`src/rtl/core/ccfr_pkg.sv`:
```
// Shared types, constants and codes of the COBS/CRC frame receiver.
package ccfr_pkg;

    localparam logic [15:0] CRC_INIT  = 16'hFFFF;
    localparam logic [15:0] CRC_POLY  = 16'h1021;
    localparam logic [7:0]  FULL_CODE = 8'hFF;
    localparam logic [16:0] COUNT_MAX = 17'h1FFFF;
    localparam logic [15:0] LEN_MAX   = 16'hFFFF;

    typedef enum logic [1:0] {
        ST_OK      = 2'd0,
        ST_SHORT   = 2'd1,
        ST_CRC_BAD = 2'd2
    } status_t;

    typedef struct packed {
        logic [15:0] payload_length;
        status_t     frame_status;
        logic        frame_end;
        logic [7:0]  payload_byte;
    } result_t;

endpackage

```
`src/rtl/core/ccfr_crc16.sv`:
```
// Byte-wide CRC-16/CCITT-FALSE update, MSB first, no reflection.
module ccfr_crc16 (
    input  logic [15:0] crc_in,
    input  logic [7:0]  data_in,
    output logic [15:0] crc_out
);
    import ccfr_pkg::*;

    always_comb
    begin
        logic [15:0] c;
        c = crc_in ^ {data_in, 8'h00};
        for (int k = 0; k < 8; k++)
        begin
            if (c[15])
            begin
                c = {c[14:0], 1'b0} ^ CRC_POLY;
            end
            else
            begin
                c = {c[14:0], 1'b0};
            end
        end
        crc_out = c;
    end

endmodule

```
`src/rtl/core/ccfr_decoder.sv`:
```
// Frame state: COBS decode, CRC capture and check, one result per request at most.
module ccfr_decoder (
    input  logic                 clk,
    input  logic                 rst_n,
    input  logic                 in_take,
    input  logic [7:0]           in_byte,
    input  logic                 crc_low_byte_first,
    output logic                 res_valid,
    output ccfr_pkg::result_t    res
);
    import ccfr_pkg::*;

    logic [15:0] running_crc_reg, running_crc_next;
    logic [15:0] received_crc_reg, received_crc_next;
    logic [16:0] decoded_count_reg, decoded_count_next;
    logic [7:0]  block_remaining_reg, block_remaining_next;
    logic        block_is_full_reg, block_is_full_next;
    logic        zero_pending_reg, zero_pending_next;
    logic        frame_open_reg, frame_open_next;

    logic [7:0]  dec_byte;
    logic [15:0] crc_upd;
    logic [15:0] expect_crc;
    logic [16:0] len_full;

    // Decoded byte: the held implied zero at a code byte, else the literal.
    assign dec_byte   = (block_remaining_reg == 8'd0) ? 8'h00 : in_byte;
    assign expect_crc = crc_low_byte_first ?
                        {received_crc_reg[7:0], received_crc_reg[15:8]} : received_crc_reg;
    assign len_full   = decoded_count_reg - 17'd2;

    ccfr_crc16 u_crc (
        .crc_in  (running_crc_reg),
        .data_in (dec_byte),
        .crc_out (crc_upd)
    );

    always_comb
    begin
        logic take;
        running_crc_next     = running_crc_reg;
        received_crc_next    = received_crc_reg;
        decoded_count_next   = decoded_count_reg;
        block_remaining_next = block_remaining_reg;
        block_is_full_next   = block_is_full_reg;
        zero_pending_next    = zero_pending_reg;
        frame_open_next      = frame_open_reg;
        res_valid            = 1'b0;
        res                  = '0;
        take                 = 1'b0;

        if (in_take)
        begin
            if (in_byte == 8'h00)
            begin
                if (frame_open_reg)
                begin
                    res_valid     = 1'b1;
                    res.frame_end = 1'b1;
                    if (decoded_count_reg < 17'd2)
                    begin
                        res.frame_status = ST_SHORT;
                    end
                    else
                    begin
                        res.frame_status   = (expect_crc == running_crc_reg) ? ST_OK
                                                                            : ST_CRC_BAD;
                        res.payload_length = len_full[16] ? LEN_MAX : len_full[15:0];
                    end
                    running_crc_next     = CRC_INIT;
                    received_crc_next    = '0;
                    decoded_count_next   = '0;
                    block_remaining_next = '0;
                    block_is_full_next   = 1'b0;
                    zero_pending_next    = 1'b0;
                    frame_open_next      = 1'b0;
                end
            end
            else
            begin
                frame_open_next = 1'b1;
                if (block_remaining_reg == 8'd0)
                begin
                    // Code byte: flush a held zero, open the next block.
                    take                 = zero_pending_reg;
                    block_remaining_next = in_byte - 8'd1;
                    block_is_full_next   = (in_byte == FULL_CODE);
                    zero_pending_next    = (in_byte == 8'd1);
                end
                else
                begin
                    take                 = 1'b1;
                    block_remaining_next = block_remaining_reg - 8'd1;
                    zero_pending_next    = (block_remaining_reg == 8'd1) && !block_is_full_reg;
                end
            end
        end

        if (take)
        begin
            if (decoded_count_reg < 17'd2)
            begin
                received_crc_next  = {received_crc_reg[7:0], dec_byte};
                decoded_count_next = decoded_count_reg + 17'd1;
            end
            else
            begin
                running_crc_next = crc_upd;
                if (decoded_count_reg != COUNT_MAX)
                begin
                    decoded_count_next = decoded_count_reg + 17'd1;
                end
                res_valid        = 1'b1;
                res.payload_byte = dec_byte;
            end
        end
    end

    always_ff @(posedge clk or negedge rst_n)
    begin
        if (!rst_n)
        begin
            running_crc_reg     <= CRC_INIT;
            received_crc_reg    <= '0;
            decoded_count_reg   <= '0;
            block_remaining_reg <= '0;
            block_is_full_reg   <= 1'b0;
            zero_pending_reg    <= 1'b0;
            frame_open_reg      <= 1'b0;
        end
        else
        begin
            running_crc_reg     <= running_crc_next;
            received_crc_reg    <= received_crc_next;
            decoded_count_reg   <= decoded_count_next;
            block_remaining_reg <= block_remaining_next;
            block_is_full_reg   <= block_is_full_next;
            zero_pending_reg    <= zero_pending_next;
            frame_open_reg      <= frame_open_next;
        end
    end

endmodule

```
`src/rtl/core/ccfr_out_skid.sv`:
```
// Result register with one skid entry between the decoder and the output stream.
module ccfr_out_skid (
    input  logic                 clk,
    input  logic                 rst_n,
    input  logic                 push,
    input  ccfr_pkg::result_t    push_data,
    output logic                 can_push,
    output logic                 out_valid,
    input  logic                 out_ready,
    output ccfr_pkg::result_t    out_data
);
    import ccfr_pkg::*;

    logic    main_valid_reg, main_valid_next;
    logic    skid_valid_reg, skid_valid_next;
    result_t main_reg, main_next;
    result_t skid_reg, skid_next;

    assign can_push  = !skid_valid_reg;
    assign out_valid = main_valid_reg;
    assign out_data  = main_reg;

    always_comb
    begin
        logic drain;
        drain           = main_valid_reg && out_ready;
        main_valid_next = main_valid_reg;
        skid_valid_next = skid_valid_reg;
        main_next       = main_reg;
        skid_next       = skid_reg;

        if (drain)
        begin
            main_valid_next = skid_valid_reg;
            main_next       = skid_reg;
            skid_valid_next = 1'b0;
        end
        if (push)
        begin
            if (!main_valid_reg || drain)
            begin
                main_valid_next = 1'b1;
                main_next       = push_data;
            end
            else
            begin
                skid_valid_next = 1'b1;
                skid_next       = push_data;
            end
        end
    end

    always_ff @(posedge clk or negedge rst_n)
    begin
        if (!rst_n)
        begin
            main_valid_reg <= 1'b0;
            skid_valid_reg <= 1'b0;
        end
        else
        begin
            main_valid_reg <= main_valid_next;
            skid_valid_reg <= skid_valid_next;
        end
    end

    always_ff @(posedge clk)
    begin
        main_reg <= main_next;
        skid_reg <= skid_next;
    end

endmodule

```
`src/rtl/core/cobs_crc_frame_receiver_core.sv`:
```
// Top level of the COBS deframer with CRC-16/CCITT-FALSE check.
//
// Input stream s_*: one raw received byte per request in s_tdata; a zero byte
// delimits frames, and a delimiter right after another delimiter is dropped.
// Output stream m_*: one request per decoded payload byte (m_tlast low), and
// one end request per frame (m_tlast high) whose m_tuser carries the status
// (ok, too short, CRC mismatch) and whose m_tdata upper bits carry the
// payload length, saturating at 65535. Payload bytes leave before the check,
// so the consumer drops the frame's bytes on a bad status.
// The first two decoded bytes of a frame are the CRC; cfg_wen/cfg_wdata set
// the byte order (1: low byte first). It is read when the end request forms.
// Results are registered in the result register, or the skid entry while it is
// held. Throughput: one byte per cycle while s_tready is high; the byte-wide CRC
// update and COBS block counter are combinational from frame state to register.
// Stall: a result register plus one skid entry let one more byte be accepted
// while m_tready is low; s_tready then drops until the consumer drains.
// Reset: frame state clears, the byte order register returns to low first,
// and both output entries empty.
module cobs_crc_frame_receiver_core (
    input  logic        clk,
    input  logic        rst_n,
    input  logic        cfg_wen,
    input  logic        cfg_wdata,     // crc_low_byte_first
    input  logic        s_tvalid,
    output logic        s_tready,
    input  logic [7:0]  s_tdata,       // [7:0] rx_byte
    output logic        m_tvalid,
    input  logic        m_tready,
    output logic [23:0] m_tdata,       // [7:0] payload_byte, [23:8] payload_length
    output logic        m_tlast,       // frame_end
    output logic [1:0]  m_tuser        // [1:0] frame_status
);
    import ccfr_pkg::*;

    logic    crc_low_byte_first_reg;
    logic    in_take;
    logic    res_valid;
    result_t res;
    result_t out_res;

    // Byte order register: write whenever enabled.
    always_ff @(posedge clk or negedge rst_n)
    begin
        if (!rst_n)
        begin
            crc_low_byte_first_reg <= 1'b1;
        end
        else if (cfg_wen)
        begin
            crc_low_byte_first_reg <= cfg_wdata;
        end
    end

    // Accept a byte whenever the skid entry is free.
    assign in_take = s_tvalid && s_tready;

    ccfr_decoder u_decoder (
        .clk                (clk),
        .rst_n              (rst_n),
        .in_take            (in_take),
        .in_byte            (s_tdata),
        .crc_low_byte_first (crc_low_byte_first_reg),
        .res_valid          (res_valid),
        .res                (res)
    );

    ccfr_out_skid u_out (
        .clk       (clk),
        .rst_n     (rst_n),
        .push      (res_valid),
        .push_data (res),
        .can_push  (s_tready),
        .out_valid (m_tvalid),
        .out_ready (m_tready),
        .out_data  (out_res)
    );

    // Pack the result fields onto the stream.
    assign m_tdata = {out_res.payload_length, out_res.payload_byte};
    assign m_tlast = out_res.frame_end;
    assign m_tuser = out_res.frame_status;

endmodule

```
`config.mk`:
```
export PLATFORM = sky130hd
export DESIGN_NAME = cobs_crc_frame_receiver_core
export DESIGN_NICKNAME = d
export VERILOG_FILES = /design/src/rtl/core/ccfr_pkg.sv /design/src/rtl/core/ccfr_crc16.sv /design/src/rtl/core/ccfr_decoder.sv /design/src/rtl/core/ccfr_out_skid.sv /design/src/rtl/core/cobs_crc_frame_receiver_core.sv
export SDC_FILE = /design/constraint.sdc
export NUM_CORES = 1
export LEC_CHECK = 0
export BUFFER_PORTS_ARGS = -buffer_cell sky130_fd_sc_hd__buf_2
export CORE_ASPECT_RATIO = 1.1
export CORE_UTILIZATION = 45
export CTS_CLUSTER_DIAMETER = 100
export DETAILED_ROUTE_END_ITERATION = 12
export GPL_TIMING_DRIVEN = 1
export PLACE_DENSITY_LB_ADDON = 0.25
export SYNTH_ARGS = -nofsm -noshare
export SYNTH_HDL_FRONTEND = slang
export SYNTH_SLANG_ARGS = --single-unit
```
`constraint.sdc`:
```
create_clock -name clk -period 5.4 [get_ports clk]
set_input_delay 0.81 -clock clk [delete_from_list [all_inputs] [get_ports clk]]
set_output_delay 0.81 -clock clk [all_outputs]
set_load 0.02 [all_outputs]
```
Word-level counts from Yosys, hierarchy flattened --
Cells that the tools add are included.
Operators by class: add/subtract/negate cells 4, muxes and demuxes 61, $lt $le $gt $ge 1, eq/ne operators 6, bitwise logic cells 10, reductions and logical operators 13
Operators by type and width (count):
- two-way mux 16 bit | 13
- two-way mux 13 bit | 8
- two-way mux 17 bit | 6
- two-way mux 27 bit | 3
- two-way mux 19 bit | 3
- two-way mux 8 bit | 6
- inverter 3 bit | 8
- two-way mux 1 bit | 20
- adder 17 x 1 -> 17 bit, second input constant | 1
- < comparator 17 x 2 -> 1 bit, second input constant | 1
- inequality test 17 bit, second input constant | 1
- subtractor 17 x 2 -> 17 bit, second input constant | 1
- equality test 16 bit | 1
- equality test 8 x 1 -> 1 bit, second input constant | 2
- zero test 8 bit | 2
- subtractor 8 x 1 -> 8 bit, second input constant | 2
- bitwise XOR 16 bit | 1
- equality test 8 bit, second input constant | 1
- two-way mux 2 bit | 2
- AND reduction 2 bit | 2
- logical AND 1 bit | 3
- zero test 1 bit | 3
- AND reduction 3 bit | 1
- inequality test 2 x 1 -> 1 bit, second input constant | 1
- 3 further kinds | 3
Storage, ports and cells: input bits 14, register bits after elaboration 117, output and inout port bits 29, word-level logic and storage cells 113

Logic depth before layout (Yosys ltp) --
depth after elaboration 21, depth in mapped cells 11, depth with buffers taken out 10

Modules after synthesis --
A second synthesis with hierarchy kept.
Second synthesis, totals: cell total of the unflattened synthesis 720, area total of the unflattened synthesis 7016.7 sq um
Modules (own cells, without submodules):
- ccfr_decoder | cells an instance 500, sequential area each 1521.5 sq um, area an instance 4190.3 sq um, instances 1
- ccfr_out_skid | cells an instance 192, sequential area each 1401.3 sq um, area an instance 2383.5 sq um, instances 1
- ccfr_crc16 | cells an instance 25, sequential area each 0.0 sq um, area an instance 395.4 sq um, instances 1
- cobs_crc_frame_receiver_core | cells an instance 3, sequential area each 26.3 sq um, area an instance 47.5 sq um, instances 1

Least setup slack after synthesis --
Ideal clock, no wire load.
path type input to register, start input s_tdata[4], end register u_out.skid_reg[0] (netlist name), enable pin, arrival time 3.559 ns, stages 9, required time 4.989 ns, path buffers 3, library setup time 0.411 ns, slack 1.430 ns, path through clkbuf_1 > or4_1 > nor3_2 > nand3_2 > inv_2 > buf_4 > buf_4 > nor2_1 > nor2_1
On the way: word-level cells in the longest chain between the ends 6, elaborated cells between the ends (all ways) 8, those cells by class mux: 6; reduce/logical: 2
RTL lines:
- start, declared | line cobs_crc_frame_receiver_core.sv:26 | input logic [7:0] s_tdata,
- zero test 8 bit (*) | line ccfr_decoder.sv:54 | if (in_byte == 8'h00)
- two-way mux 1 bit | line ccfr_decoder.sv:54
- two-way mux 1 bit | line ccfr_decoder.sv:52 | if (in_take)
- two-way mux 1 bit | line ccfr_decoder.sv:101 | if (decoded_count_reg < 17'd2)
- two-way mux 1 bit (*) | line ccfr_decoder.sv:99 | if (take)
- AND reduction 2 bit (no source line) (*)
- end signal, assigned | line ccfr_out_skid.sv:70 | skid_reg <= skid_next;
- end, declared | line ccfr_out_skid.sv:17 | result_t skid_reg, skid_next;
Mark *: on every way between the ends. The rest lies on a longest branch, timed or not. A chain may end at the register's enable or synchronous reset.

Final worst setup path --
start register u_decoder.block_remaining_reg[0], end register u_decoder.received_crc_reg[5]
On the way: word-level cells in the longest chain between the ends 5, elaborated cells between the ends (all ways) 7, those cells by class mux: 6; reduce/logical: 1
RTL lines:
- start, declared | line ccfr_decoder.sv:16 | logic [7:0] block_remaining_reg, block_remaining_next;
- start signal, assigned | line ccfr_decoder.sv:136 | block_remaining_reg <= block_remaining_next;
- zero test 8 bit (*) | line ccfr_decoder.sv:27, ccfr_decoder.sv:82
- two-way mux 1 bit | line ccfr_decoder.sv:82 | if (block_remaining_reg == 8'd0)
- two-way mux 1 bit | line ccfr_decoder.sv:54
- two-way mux 1 bit | line ccfr_decoder.sv:52
- two-way mux 16 bit (*) | line ccfr_decoder.sv:99
- net u_decoder.received_crc_next[5] | line ccfr_decoder.sv:14 | logic [15:0] received_crc_reg, received_crc_next;
- end signal, assigned | line ccfr_decoder.sv:134 | received_crc_reg <= received_crc_next;
- end, declared | line ccfr_decoder.sv:14
Mark *: on every way through the listed nets, which the timed path passes. The rest lies on a longest branch.

==> metrics.cfg <==
[floorplan]
start_util = 0.464
io_pins = 43
core_area_mm2 = 0.0139
die_area_mm2 = 0.0147
die_h_um = 127
dieWidth_um = 116
core.rowCount = 45

[drt]
wl_um = 15200
drc = 0
wire_per_inst_um = 16.8
antenna_left = 0
vias = 5159
via_per_inst = 5.68
dr.pass1.iters = 4
drt_iter0_markers = 304

[yosys]
ys_top_cells_by_area = dfrtp_1 18%, edfxtp_1 13%, dfxtp_1 8.4%
ys_seq_area_frac = 0.459
ys_ff_latch = 117
synth_top_area_cell = dfrtp_1
syn_inst = 691
synth_warnings = 0
synth_ff_type = dfrtp_1
netlist_top_cells_count = 85 x nand2_1, 49 x a21oi_1, 46 x dfrtp_1
synth_top_area_frac = 0.179
syn-num-nets = 714
synth-edff-count = 27
synthesis.area_mm2 = 0.00642
avgSynthCellArea_um2 = 9.29
ys_async_sr_fraction = 0.538
yosysMostFrequentCell = nand2_1
yosysUniqueCellTypes = 62

[placement]
io_buffers = 42
gp_congestion = 0.845
place_hpwl_um = 10700
dpl-instance-area_mm2 = 0.00670

[critical_path]
slowest_stage = or2_1
crit_path_end_kind = register
worst_path_largest_cell_delay_ns = 0.70
critical_path_class = reg2reg
crit_path_frequent_cell = o21ai_0
crit_chain = inv_1 > ha_1 > nor3b_1 > nand2_1 > o21ai_0 > or2_1 > o21ai_0
crit_fanout = 24
crit_buf_inv = 1
required_ns = 5.66
startpoint_type = register
cp_data_arrival_time_ns = 3.93
path_delay_family = simple AND/OR/NAND/NOR gates

[pwr]
finalPower_mw = 2.07
ir_worst_vdd_v = 0.000187
clockPowerShare = 0.522
p_sw_frac = 0.215
p_seq_frac = 0.441
powerDensity_mw_per_mm2 = 284
p_sw_mw = 0.445
cellLeakagePower_nw = 3.14
pwr-share-comb = 0.037
p_int_mw = 1.62

[clocking]
cts.repair.resized = 0
clk_latency_ns = 0.42
htree_levels = 4
postCtsHoldBufs = 0
post_cts_buffers = 0
cts_made_buffers = 17
clock_path_buffers = 2
clock_sinks = 117
cts_root_buffer = clkbuf_16
cts_tree = done
clk_pin_slew_ns = 0.06

[timing]
tns_ns = 0
clock_skew_ns = 0.00663
max_freq_mhz = 272
setup_viol = 0
rsz0062_at_grt = false
tightest_slew_ns = 0.822
hold_viol_final = 0
slew_violations = 0
post-route-min-period_ns = 3.67
final.period_utilization = 0.680
relSlewSlack = 0.452
timing.hold.ws_ns = 0.491

[grt]
overflow = 0
grtUsageTotal = 0.221
grt_pass1_vias = 4950
grt_max_degree = 64
grt_first_pass_wirelength_um = 25100
antenna_found_initial = 0

[hold_path]
hp-class = reg2reg

[finish]
nNetsFinal = 730
n_antenna_cell = 0
fill_cells = 1293
area_growth_pct = 13.4
postLayoutCoreUtil = 0.525
drive_gt1_frac = 0.160
fin_area_mm2 = 0.00728

[status]
status = finished clean

[job]
drv_cap = 0

power by group through the flow:
stage / Combinational (mW) / Sequential [mW] / Clock, mW
final: 0.0756 / 0.913 / 1.08
after global routing: 0.0853 / 0.913 / 1.14
after CTS: 0.0768 / 0.912 / 1.10
after detailed placement: 0.0763 / 0.928 / 0
after global placement: 0.0752 / 0.928 / 0
after floorplan: 0.0503 / 0.923 / 0
final timing paths:
| check | cells after the start | startpoint | slack [ns] | to |
|---|---|---|---|---|
| hold / removal | 1 | u_decoder.block_is_full_reg$_DFFE_PN0P_ | 0.49 | u_decoder.block_is_full_reg$_DFFE_PN0P_ |
| setup reg to reg | 7 | u_decoder.block_remaining_reg[0]$_DFFE_PN0P_ | 1.73 | u_decoder.received_crc_reg[5]$_DFF_PN0_ |
| hold reg to reg | 1 | u_decoder.block_is_full_reg$_DFFE_PN0P_ | 0.49 | u_decoder.block_is_full_reg$_DFFE_PN0P_ |
| min in group asynchronous | 2 | rst_n | 0.55 | u_decoder.received_crc_reg[5]$_DFF_PN0_ |
| max in group asynchronous | 2 | rst_n | 4.28 | u_decoder.decoded_count_reg[3]$_DFF_PN0_ |
| setup / recovery | 7 | u_decoder.block_remaining_reg[0]$_DFFE_PN0P_ | 1.73 | u_decoder.received_crc_reg[5]$_DFF_PN0_ |
worst reg2reg max path: stages, from the launching register on:
cell and delay (ns):
dfrtp_1 0.40, inv_1 0.11, ha_1 0.26, nor3b_1 0.57
nand2_1 0.62, o21ai_0 0.62, or2_1 0.70, o21ai_0 0.24
metal layers:
metal,GRT usage,vias up,share of wire
met5,0,-,0
met4,0.0679,0,0.018
met3,0.0593,24,0.036
met2,0.361,81,0.49
met1,0.286,2527,0.46
li1,-,2527,-
placed cells by master, fill, tap and decap left out, types with 4 or more instances in the layout:
| cell | Yosys | layout |
|---|---|---|
| a21o_1 | 17 | 17 |
| nor3b_1 | 4 | 4 |
| nand2_1 | 85 | 85 |
| and3_1 | 5 | 5 |
| nor4_1 | 9 | 9 |
| nand3_1 | 43 | 43 |
| buf_4 | 4 | 8 |
| a21oi_1 | 49 | 48 |
| dfxtp_1 | 27 | 27 |
| edfxtp_1 | 27 | 27 |
| o211ai_1 | 5 | 5 |
| o21ai_0 | 35 | 35 |
| buf_2 | 6 | 42 |
| xor2_1 | 21 | 21 |
| or3_1 | 4 | 4 |
| clkbuf_16 | 0 | 18 |
| mux2i_1 | 24 | 24 |
| nor4bb_1 | 13 | 13 |
| o221ai_1 | 5 | 5 |
| nor3_1 | 19 | 19 |
| nor2_1 | 39 | 38 |
| dfstp_2 | 17 | 17 |
| ha_1 | 9 | 9 |
| xnor2_1 | 32 | 32 |
| o31ai_1 | 10 | 10 |
| mux2_2 | 4 | 4 |
| clkinv_2 | 0 | 5 |
| dfrtp_1 | 46 | 46 |
| nand4_1 | 9 | 9 |
| a31oi_1 | 8 | 8 |
| o22ai_1 | 9 | 9 |
| inv_1 | 14 | 14 |
| or4_1 | 6 | 6 |
logic make-up (layout without fill, tap and decap cells):
group,after synthesis,in the layout,synth area share
compound gates,160,160,0.154
flops,117,117,0.459
simple gates,255,255,0.205
xor+xnor,54,54,0.0748
buf+inv,68,97,0.0444
mux,28,28,0.0444
fa+ha+maj,9,9,0.0175
cell type report:
class                   instances  area, µm²  area share
clock buffers                  24        503      0.0691
clock inverters                 8       71.3     0.00980
inverters                      15       56.3     0.00774
multi-input cells             506       3190       0.439
flip-flops and latches        117       2950       0.405
well taps                     188        235      0.0323
repair buffers                 50        270      0.0371
stage by stage:
stage	setup WS [ns]	cells
2_1_floorplan	1.43	691
3_3_place_gp	1.62	876
3_5_place_dp	1.56	876
4_1_cts	1.77	908
5_1_grt	1.30	908
6_report	1.73	908
Power figures use the tool's default switching activity.
